<file path="src/rtl/core/pts_pkg.sv">
// Package for the periodic timer scheduler: field widths, op and result codes,
// sequencer states. No dependencies; used by the interfaces, core and checker.
package pts_pkg;

  localparam int HID_W            = 8;
  localparam int ARG_W            = 32;
  localparam int SEC_W            = 17;
  localparam int TIME_W           = 32;
  localparam int MAX_INTERVAL_SEC = 3600 * 24;
  localparam int MAX_RESULTS      = 16;

  typedef enum logic [1:0] {
    OP_TICK       = 2'd0,
    OP_REGISTER   = 2'd1,
    OP_UNREGISTER = 2'd2,
    OP_RESERVED   = 2'd3
  } op_t;

  typedef enum logic [2:0] {
    KIND_FIRED        = 3'd0,
    KIND_REGISTERED   = 3'd1,
    KIND_BAD_INTERVAL = 3'd2,
    KIND_FULL         = 3'd3,
    KIND_REMOVED      = 3'd4,
    KIND_NOT_FOUND    = 3'd5
  } kind_t;

  typedef enum logic [1:0] {
    ST_IDLE,
    ST_SCAN,
    ST_DECIDE
  } state_t;

endpackage

</file>
<file path="src/rtl/core/pts_if.sv">
// Valid/ready channel interfaces for requests and results of the timer scheduler.
// Depends on pts_pkg.
interface pts_req_if;
  logic                              valid;
  logic                              ready;
  pts_pkg::op_t                      op;
  logic [pts_pkg::HID_W-1:0]         handler_id;
  logic signed [pts_pkg::ARG_W-1:0]  handler_arg;
  logic [pts_pkg::SEC_W-1:0]         interval_sec;

  modport source (output valid, op, handler_id, handler_arg, interval_sec, input ready);
  modport sink   (input valid, op, handler_id, handler_arg, interval_sec, output ready);
endinterface

interface pts_rsp_if;
  logic                              valid;
  logic                              ready;
  pts_pkg::kind_t                    kind;
  logic [pts_pkg::HID_W-1:0]         handler_id_res;
  logic signed [pts_pkg::ARG_W-1:0]  handler_arg_res;
  logic                              last;

  modport source (output valid, kind, handler_id_res, handler_arg_res, last, input ready);
  modport sink   (input valid, kind, handler_id_res, handler_arg_res, last, output ready);
endinterface

</file>
<file path="src/rtl/core/pts_ram.sv">
// Generic single-write, single-read RAM with registered read data.
// No dependencies.
module pts_ram #(
  parameter int WIDTH = 8,
  parameter int DEPTH = 16
) (
  input  logic                     clk,
  input  logic                     we,
  input  logic [$clog2(DEPTH)-1:0] waddr,
  input  logic [WIDTH-1:0]         wdata,
  input  logic                     re,
  input  logic [$clog2(DEPTH)-1:0] raddr,
  output logic [WIDTH-1:0]         rdata
);

  logic [WIDTH-1:0] mem [DEPTH];

  // Write port
  always_ff @(posedge clk) begin
    if (we) begin
      mem[waddr] <= wdata;
    end
  end

  // Registered read port
  always_ff @(posedge clk) begin
    if (re) begin
      rdata <= mem[raddr];
    end
  end

endmodule

</file>
<file path="src/rtl/core/periodic_timer_scheduler_top.sv">
// A register or unregister request gives its one result after one sweep of the entry RAM.
// A tick that fires k timers takes k+1 sweeps; every pass is one sweep of
// the entry RAM through the single compare unit, one entry per cycle.
// Throughput: one request at a time; ready only while the sequencer is idle.
// Reset (rst, synchronous): clock, insertion counter and all valid bits clear at once; entry RAM
// contents are not cleared and no clearing pass runs. Depends on pts_pkg, pts_if, pts_ram.
module periodic_timer_scheduler_top #(
  parameter int NUM_TIMERS       = 16,
  parameter int TICKS_PER_SECOND = 100
) (
  input  logic         clk,
  input  logic         rst,
  pts_req_if.sink      req,
  pts_rsp_if.source    rsp
);

  localparam int IDXW  = $clog2(NUM_TIMERS);
  localparam int CNTW  = $clog2(NUM_TIMERS + 1);
  localparam int PERW  = $clog2(pts_pkg::MAX_INTERVAL_SEC * TICKS_PER_SECOND + 1);
  localparam int FIREW = $clog2(pts_pkg::MAX_RESULTS + 1);
  localparam int TW    = pts_pkg::TIME_W;

  typedef struct packed {
    logic [pts_pkg::HID_W-1:0] handler;
    logic [pts_pkg::ARG_W-1:0] argument;
    logic [PERW-1:0]           period;
    logic [TW-1:0]             deadline;
    logic [TW-1:0]             order;
  } entry_t;

  localparam int RECW = $bits(entry_t);

  // Sequencer and request registers
  pts_pkg::state_t             state, state_next;
  pts_pkg::op_t                op_q;
  logic [pts_pkg::HID_W-1:0]   id_q;
  logic [pts_pkg::ARG_W-1:0]   arg_q;
  logic [PERW-1:0]             period_q;
  logic                        bad_q;

  // Scheduler state
  logic [TW-1:0]               now_clk;
  logic [TW-1:0]               order_cnt;
  logic [NUM_TIMERS-1:0]       vld;

  // Scan pipeline
  logic [CNTW-1:0]             scan_cnt;
  logic                        cmp_vld;
  logic [IDXW-1:0]             cmp_idx;
  logic                        match_found, free_found, best_found;
  logic [IDXW-1:0]             match_idx, free_idx, best_idx;
  entry_t                      best;
  logic [TW-1:0]               best_age;

  // Fire bookkeeping for ticks
  logic [FIREW-1:0]            fire_cnt;
  logic                        hold_vld;
  logic [pts_pkg::HID_W-1:0]   hold_id;
  logic [pts_pkg::ARG_W-1:0]   hold_arg;

  // Output register
  logic                        rsp_vld_q;
  pts_pkg::kind_t              rsp_kind_q;
  logic [pts_pkg::HID_W-1:0]   rsp_id_q;
  logic [pts_pkg::ARG_W-1:0]   rsp_arg_q;
  logic                        rsp_last_q;

  // Control from the output block
  logic                        accept;
  logic                        out_free;
  logic                        rd_en;
  logic [IDXW-1:0]             rd_addr;
  logic [RECW-1:0]             rd_raw;
  entry_t                      rd_ent;
  logic                        wr_en;
  logic [IDXW-1:0]             wr_idx;
  entry_t                      wr_ent;
  logic                        set_vld, clr_vld, bump_order;
  logic                        emit, emit_last;
  pts_pkg::kind_t              emit_kind;
  logic [pts_pkg::HID_W-1:0]   emit_id;
  logic [pts_pkg::ARG_W-1:0]   emit_arg;
  logic                        due, decide_go, rescan;

  // Compare unit
  logic                        cur_vld, key_hit, better;
  logic [TW-1:0]               cur_age;

  pts_ram #(
    .WIDTH (RECW),
    .DEPTH (NUM_TIMERS)
  ) u_entries (
    .clk   (clk),
    .we    (wr_en),
    .waddr (wr_idx),
    .wdata (wr_ent),
    .re    (rd_en),
    .raddr (rd_addr),
    .rdata (rd_raw)
  );

  assign rd_ent   = entry_t'(rd_raw);
  assign out_free = !rsp_vld_q || rsp.ready;
  assign accept   = req.valid && req.ready;

  // Shared compare: key match, free slot and head-of-queue ordering for one entry
  always_comb begin
    cur_vld = vld[cmp_idx];
    cur_age = order_cnt - rd_ent.order;
    key_hit = cur_vld && (rd_ent.handler == id_q) && (rd_ent.argument == arg_q);
    better  = cur_vld && (!best_found || (rd_ent.deadline < best.deadline) ||
              ((rd_ent.deadline == best.deadline) && (cur_age > best_age)));
  end

  // Tick decision: head entry is due and the per-tick fire budget is not spent
  assign due = best_found && (best.deadline <= now_clk) &&
               (fire_cnt < FIREW'(pts_pkg::MAX_RESULTS));

  always_comb begin
    if (op_q == pts_pkg::OP_TICK) begin
      decide_go = due ? (!hold_vld || out_free) : (!hold_vld || out_free);
    end else begin
      decide_go = out_free;
    end
  end

  // Next state
  always_comb begin
    state_next = state;
    unique case (state)
      pts_pkg::ST_IDLE: begin
        if (accept && (req.op != pts_pkg::OP_RESERVED)) begin
          state_next = pts_pkg::ST_SCAN;
        end
      end
      pts_pkg::ST_SCAN: begin
        if ((scan_cnt == CNTW'(NUM_TIMERS)) && !cmp_vld) begin
          state_next = pts_pkg::ST_DECIDE;
        end
      end
      pts_pkg::ST_DECIDE: begin
        if (decide_go) begin
          state_next = rescan ? pts_pkg::ST_SCAN : pts_pkg::ST_IDLE;
        end
      end
      default: state_next = pts_pkg::ST_IDLE;
    endcase
  end

  // Outputs of the sequencer: RAM access, valid bit updates, result load
  always_comb begin
    req.ready  = (state == pts_pkg::ST_IDLE);
    rd_en      = (state == pts_pkg::ST_SCAN) && (scan_cnt < CNTW'(NUM_TIMERS));
    rd_addr    = scan_cnt[IDXW-1:0];
    wr_en      = 1'b0;
    wr_idx     = best_idx;
    wr_ent     = best;
    set_vld    = 1'b0;
    clr_vld    = 1'b0;
    bump_order = 1'b0;
    emit       = 1'b0;
    emit_last  = 1'b1;
    emit_kind  = pts_pkg::KIND_FIRED;
    emit_id    = id_q;
    emit_arg   = arg_q;
    rescan     = 1'b0;
    if ((state == pts_pkg::ST_DECIDE) && decide_go) begin
      unique case (op_q)
        pts_pkg::OP_TICK: begin
          // Release the held fire; re-arm the head and sweep again if it is due
          emit      = hold_vld;
          emit_kind = pts_pkg::KIND_FIRED;
          emit_id   = hold_id;
          emit_arg  = hold_arg;
          emit_last = !due;
          if (due) begin
            rescan          = 1'b1;
            wr_en           = 1'b1;
            wr_idx          = best_idx;
            wr_ent          = best;
            wr_ent.deadline = best.deadline + TW'(best.period);
            wr_ent.order    = order_cnt;
            bump_order      = 1'b1;
          end
        end
        pts_pkg::OP_REGISTER: begin
          emit = 1'b1;
          if (bad_q) begin
            emit_kind = pts_pkg::KIND_BAD_INTERVAL;
          end else if (match_found || free_found) begin
            emit_kind       = pts_pkg::KIND_REGISTERED;
            wr_en           = 1'b1;
            wr_idx          = match_found ? match_idx : free_idx;
            wr_ent.handler  = id_q;
            wr_ent.argument = arg_q;
            wr_ent.period   = period_q;
            wr_ent.deadline = now_clk + TW'(period_q);
            wr_ent.order    = order_cnt;
            set_vld         = 1'b1;
            bump_order      = 1'b1;
          end else begin
            emit_kind = pts_pkg::KIND_FULL;
          end
        end
        pts_pkg::OP_UNREGISTER: begin
          emit = 1'b1;
          if (match_found) begin
            emit_kind = pts_pkg::KIND_REMOVED;
            clr_vld   = 1'b1;
          end else begin
            emit_kind = pts_pkg::KIND_NOT_FOUND;
          end
        end
        default: ;
      endcase
    end
  end

  // Control registers
  always_ff @(posedge clk) begin
    if (rst) begin
      state       <= pts_pkg::ST_IDLE;
      now_clk     <= '0;
      order_cnt   <= '0;
      vld         <= '0;
      cmp_vld     <= 1'b0;
      scan_cnt    <= '0;
      match_found <= 1'b0;
      free_found  <= 1'b0;
      best_found  <= 1'b0;
      fire_cnt    <= '0;
      hold_vld    <= 1'b0;
      rsp_vld_q   <= 1'b0;
    end else begin
      state   <= state_next;
      cmp_vld <= rd_en;

      // Hold the result until taken
      if (emit) begin
        rsp_vld_q <= 1'b1;
      end else if (rsp.ready) begin
        rsp_vld_q <= 1'b0;
      end

      // Start of a request: advance the clock on a tick and open a sweep
      if (accept) begin
        if (req.op == pts_pkg::OP_TICK) begin
          now_clk <= now_clk + 1'b1;
        end
        fire_cnt <= '0;
        hold_vld <= 1'b0;
      end

      if (accept || rescan) begin
        scan_cnt    <= '0;
        match_found <= 1'b0;
        free_found  <= 1'b0;
        best_found  <= 1'b0;
      end else if (rd_en) begin
        scan_cnt <= scan_cnt + 1'b1;
      end

      // Compare stage flags
      if (cmp_vld) begin
        if (key_hit && !match_found) begin
          match_found <= 1'b1;
        end
        if (!cur_vld && !free_found) begin
          free_found <= 1'b1;
        end
        if (better) begin
          best_found <= 1'b1;
        end
      end

      // Fire bookkeeping
      if (rescan) begin
        fire_cnt <= fire_cnt + 1'b1;
        hold_vld <= 1'b1;
      end else if ((state == pts_pkg::ST_DECIDE) && decide_go) begin
        hold_vld <= 1'b0;
      end

      if (bump_order) begin
        order_cnt <= order_cnt + 1'b1;
      end
      if (set_vld) begin
        vld[wr_idx] <= 1'b1;
      end
      if (clr_vld) begin
        vld[match_idx] <= 1'b0;
      end
    end
  end

  // Payload registers
  always_ff @(posedge clk) begin
    if (accept) begin
      op_q     <= req.op;
      id_q     <= req.handler_id;
      arg_q    <= req.handler_arg;
      period_q <= PERW'(32'(req.interval_sec) * 32'(TICKS_PER_SECOND));
      bad_q    <= (req.interval_sec == '0) ||
                  (req.interval_sec > pts_pkg::SEC_W'(pts_pkg::MAX_INTERVAL_SEC));
    end
    if (rd_en) begin
      cmp_idx <= rd_addr;
    end
    if (cmp_vld) begin
      if (key_hit && !match_found) begin
        match_idx <= cmp_idx;
      end
      if (!cur_vld && !free_found) begin
        free_idx <= cmp_idx;
      end
      if (better) begin
        best     <= rd_ent;
        best_idx <= cmp_idx;
        best_age <= cur_age;
      end
    end
    if (rescan) begin
      hold_id  <= best.handler;
      hold_arg <= best.argument;
    end
    if (emit) begin
      rsp_kind_q <= emit_kind;
      rsp_id_q   <= emit_id;
      rsp_arg_q  <= emit_arg;
      rsp_last_q <= emit_last;
    end
  end

  assign rsp.valid           = rsp_vld_q;
  assign rsp.kind            = rsp_kind_q;
  assign rsp.handler_id_res  = rsp_id_q;
  assign rsp.handler_arg_res = rsp_arg_q;
  assign rsp.last            = rsp_last_q;

endmodule

</file>
<file path="src/flat_wrapper.sv">
// flat-port wrapper written by rule: the top's interface ports become plain ports
module periodic_timer_scheduler_top_flat 
#(
  parameter int NUM_TIMERS       = 16,
  parameter int TICKS_PER_SECOND = 100
)
  (clk, rst, req_valid, req_op, req_handler_id, req_handler_arg, req_interval_sec, req_ready, rsp_valid, rsp_kind, rsp_handler_id_res, rsp_handler_arg_res, rsp_last, rsp_ready);
  pts_req_if req_i ();
  pts_rsp_if rsp_i ();
  input  logic clk;
  input  logic rst;
  input wire logic [$bits(req_i.valid)-1:0] req_valid;
  input wire logic [$bits(req_i.op)-1:0] req_op;
  input wire logic [$bits(req_i.handler_id)-1:0] req_handler_id;
  input wire logic [$bits(req_i.handler_arg)-1:0] req_handler_arg;
  input wire logic [$bits(req_i.interval_sec)-1:0] req_interval_sec;
  output wire logic [$bits(req_i.ready)-1:0] req_ready;
  output wire logic [$bits(rsp_i.valid)-1:0] rsp_valid;
  output wire logic [$bits(rsp_i.kind)-1:0] rsp_kind;
  output wire logic [$bits(rsp_i.handler_id_res)-1:0] rsp_handler_id_res;
  output wire logic [$bits(rsp_i.handler_arg_res)-1:0] rsp_handler_arg_res;
  output wire logic [$bits(rsp_i.last)-1:0] rsp_last;
  input wire logic [$bits(rsp_i.ready)-1:0] rsp_ready;
  assign req_i.valid = req_valid;
  assign req_i.op = req_op;
  assign req_i.handler_id = req_handler_id;
  assign req_i.handler_arg = req_handler_arg;
  assign req_i.interval_sec = req_interval_sec;
  assign req_ready = req_i.ready;
  assign rsp_valid = rsp_i.valid;
  assign rsp_kind = rsp_i.kind;
  assign rsp_handler_id_res = rsp_i.handler_id_res;
  assign rsp_handler_arg_res = rsp_i.handler_arg_res;
  assign rsp_last = rsp_i.last;
  assign rsp_i.ready = rsp_ready;
  periodic_timer_scheduler_top #(.NUM_TIMERS(NUM_TIMERS), .TICKS_PER_SECOND(TICKS_PER_SECOND)) u_core (.clk(clk), .rst(rst), .req(req_i), .rsp(rsp_i));
endmodule
</file>
<file path="config.mk">
export PLATFORM = sky130hd
export DESIGN_NAME = periodic_timer_scheduler_top_flat
export DESIGN_NICKNAME = d
export VERILOG_FILES = /design/src/rtl/core/pts_pkg.sv /design/src/rtl/core/pts_if.sv /design/src/rtl/core/pts_ram.sv /design/src/rtl/core/periodic_timer_scheduler_top.sv /design/src/flat_wrapper.sv
export SDC_FILE = /design/constraint.sdc
export NUM_CORES = 2
export LEC_CHECK = 0
export BUFFER_PORTS_ARGS = -buffer_cell sky130_fd_sc_hd__buf_2
export CAP_MARGIN = 20
export CORE_AREA = 3 3 424 426
export DETAILED_ROUTE_END_ITERATION = 7
export DIE_AREA = 0 0 427 429
export PLACE_DENSITY = 0.72
export SYNTH_ARGS = -nofsm -noshare
export SYNTH_HDL_FRONTEND = slang
export SYNTH_SLANG_ARGS = --single-unit
</file>
<file path="constraint.sdc">
create_clock -name clk -period 19.2 [get_ports clk]
set_input_delay 1.92 -clock clk [delete_from_list [all_inputs] [get_ports clk]]
set_output_delay 1.92 -clock clk [all_outputs]
set_load 0.02 [all_outputs]
</file>
==> metrics.txt <==
status=finished, final reports clean; Slew headroom=22.7%; DIE AREA=around 180000 um2; Die Span X=427 um; HP Start=u_core.u_entries.rdata[78]; DIE HEIGHT=429 um; Worst path slowest cell=nor2_4; Largest register FFs=2048; Max Freq=0.142 GHz; Yosys reg bits=2599; post-synthesis sequential area ratio=between 70% and 80%; Worst Path Required=19.69 ns; Syn Inst Count=5387; Tmin final=7.03 ns; layout cells sized above 1=22.2%; Main synth FF type=edfxtp_1; Slew Limit Fails=0; largest net degree at the start of global routing=153; CTS resizes=0; Worst R2R Start=u_core.order_cnt[0]; row count=154; Setup CP Type=primary input to flip-flop; Post-DRT Antenna Nets=0; footprint of the multi-input gates=27200 um2; Syn Nets=5721; most used cell, CP=buf_4; crit path DAT=between 7 and 8 ns; synth unique cells=90; Reg area=77100 um2; initial antenna violation count=7; GP Congestion=0.932; drt initial violations=~6.3k; Comb pwr share=3.5%; worst setup path startpoint=rsp_ready; IO Port Bufs=108; min-delay worst type=flip-flop to flip-flop; register with the most flip-flops=u_core.u_entries.mem; Synth Area in Compound Gates=under 10%; reg2reg setup slack=12.28 ns; Post-CTS Hold Fix Bufs=0; RSZ-0062 raised after global routing=no; global-route wire length before repair=363000 um; xor/xnor share of the synthesized area=1.52%; clock slew at reported path FFs=0.06 ns; Hold Crit Depth=0; Starting Density=60.1%; Synth Area in Adders=3.31%; TritonCTS buffer count=274; CTS tree=yes; simple-gate share of the synthesized area=between 3 and 4%; crit start category=primary input; WL final=245000 um; Core Region=roughly 180000 um2; Fill cells=11.3k; Worst Setup End Kind=flip-flop; DP HPWL=138000 um; Max Clock Skew=0.0622 ns; WL/cell=29.8 um; critical path, cell by cell=buf_2 > nand2b_1 > a21oi_1 > nor3b_1 > and3_4 > buf_4 > a21o_4 > nand3_1 > nor2_4 > buf_4 > buf_4; vias per cell=between 6 and 7; post-CTS setup buffers=0; Layout Nets=6010; switching part of the total=20.1%; Pleak=38.6 nW; CTS max path bufs=4; Detailed Routing Iterations Pass 1=6; Peak VDD IR=0.101 mV; Top Registers=u_core.u_entries.mem x2048, u_core.best x128, u_core.u_entries.rdata x128; Crit path largest cell delay=0.92 ns; vias in the first global route=around 54k; Layout Utilization=67.0%; Clock power frac=42.9%; Root Buffer=clkbuf_16; setup TNS=0 ns; clk_lat worst skew=0.91 ns; Final setup viols=0; fin crit share=36.6%; # IOs=109; worst reg2reg path depth=23; final std cells w/o fill=8203; Post-synth ARST share=0%; final hold viol count=0; DRC violations left=0; clk sink count=2599; synthesized area=106000 um2; Congestion Overflow GR=0; Worst Max-Slew Pin Slew=1.16 ns; internal power=9.29 mW; number of synthesized flops with an enable pin=2501; placed insts=7735; GR Util All Layers=27.2%; Hold Path End=u_core.best[78]; worst r2r dst=u_core.best[114]; Net Sw Power=2.33 mW; MaxCap Viol Count=0; main combinational cell family by area after synthesis=multiplexers; multiplexer area fraction after synthesis=13.8%; PwrDens=98.5 nW/um2; sequential power share=53.6%; syn_area_per_cell=19.6 um2; Area Overhead vs Synth=11.5%; vias post-DR=~53k; YS warnings=0; worst-path maximum fanout=56; H-tree depth=5; # diodes=0
stage by stage:
step / area (um2) / hold WS (ns) / total power [mW] / setup slack, ns
2_1_floorplan: 106000 / 0.400 / 6.62 / 5.28
3_3_place_gp: 109000 / 0.406 / 6.75 / 11.37
3_5_place_dp: 110000 / 0.405 / 6.75 / 11.35
4_1_cts: 118000 / 0.418 / 11.7 / 12.22
5_1_grt: 118000 / 0.423 / 11.9 / 11.83
6_report: 118000 / 0.416 / 11.6 / 12.17
worst max path at each step:
stage / to / slack [ns] / depth (start not counted)
floorplan: u_core.best_found / 5.28 / 22
global placement: u_core.u_entries.mem[13][27] / 11.37 / 11
detailed placement: u_core.u_entries.mem[13][27] / 11.35 / 11
CTS: u_core.best[114] / 12.22 / 23
global route: u_core.best[114] / 11.83 / 23
finish: u_core.u_entries.mem[12][74] / 12.17 / 11
area by class of cell:
| cell class | count | share of cell area [%] |
|---|---|---|
| timing repair buffer | 222 | 1.31 |
| inverter | 235 | 0.751 |
| tap | 2340 | 2.48 |
| clock inverter | 120 | 0.854 |
| multi-input combinational | 2344 | 23.0 |
| clock buffer | 343 | 6.22 |
| sequential | 2599 | 65.3 |
worst max-delay path, delay by kind of cell:
kind / cells / cell delay [ns]
AO/OA/AOI/OAI: 2 / 0.65
buffers and inverters: 4 / 2.25
AND/OR/NAND/NOR: 5 / 2.61
cell usage in the layout, fill, tap and decap left out, types with 62 or more instances in the layout:
master	n
edfxtp_1	2501
mux4_2	645
clkbuf_16	281
ha_1	256
inv_1	231
nand2_1	220
nor2_1	160
a21oi_1	135
xnor2_1	132
buf_2	107
buf_4	104
dfxtp_1	94
a22o_1	91
a21o_1	70
o21ai_0	68
nand4_1	62
cell usage after synthesis (15+ instances only):
cell	n	share of area, %
a22o_1	91	0.75
ha_1	256	3.0
nand4_1	62	0.37
mux4_2	645	14
edfxtp_1	2501	71
fa_1	15	0.28
nand3_1	47	0.22
a21o_1	70	0.50
a21oi_1	135	0.64
buf_1	54	0.19
nand2_1	222	0.79
xnor2_1	132	1.1
o21ai_0	70	0.33
and2_1	16	0.095
inv_1	234	0.83
a211oi_1	20	0.14
xor2_1	52	0.43
nor2b_1	21	0.12
clkbuf_1	139	0.49
nor2_1	176	0.62
dfxtp_1	98	1.9
and3_1	25	0.15
o21a_1	20	0.14
nor3_1	32	0.15
routing by layer:
metal	part of all wire [%]	track usage (%)	up-vias	wire, um
li1	-	-	22507	-
met4	3.3	8.82	2	8170
met2	49	43.4	2554	120000
met3	8.3	4.46	478	20300
met1	39	39.0	27860	96300
met5	0.0057	0	-	14
power groups by stage:
stage                     logic, mW  clock network (mW)  registers (mW)
after global routing          0.452                5.27            6.22
final                         0.412                4.99            6.22
after floorplan               0.306                   0            6.32
after global placement        0.406                   0            6.34
after CTS                     0.416                5.06            6.22
after detailed placement      0.409                   0            6.34
cell families after synthesis:
group	Yosys count
flip-flops	2599
AND/OR/NAND/NOR	683
multiplexers	651
AO/OA/AOI/OAI	555
buffers and inverters	444
adder cells (fa/ha/maj)	271
XOR/XNOR	184
No activity file was read; power rests on OpenSTA's default activity.
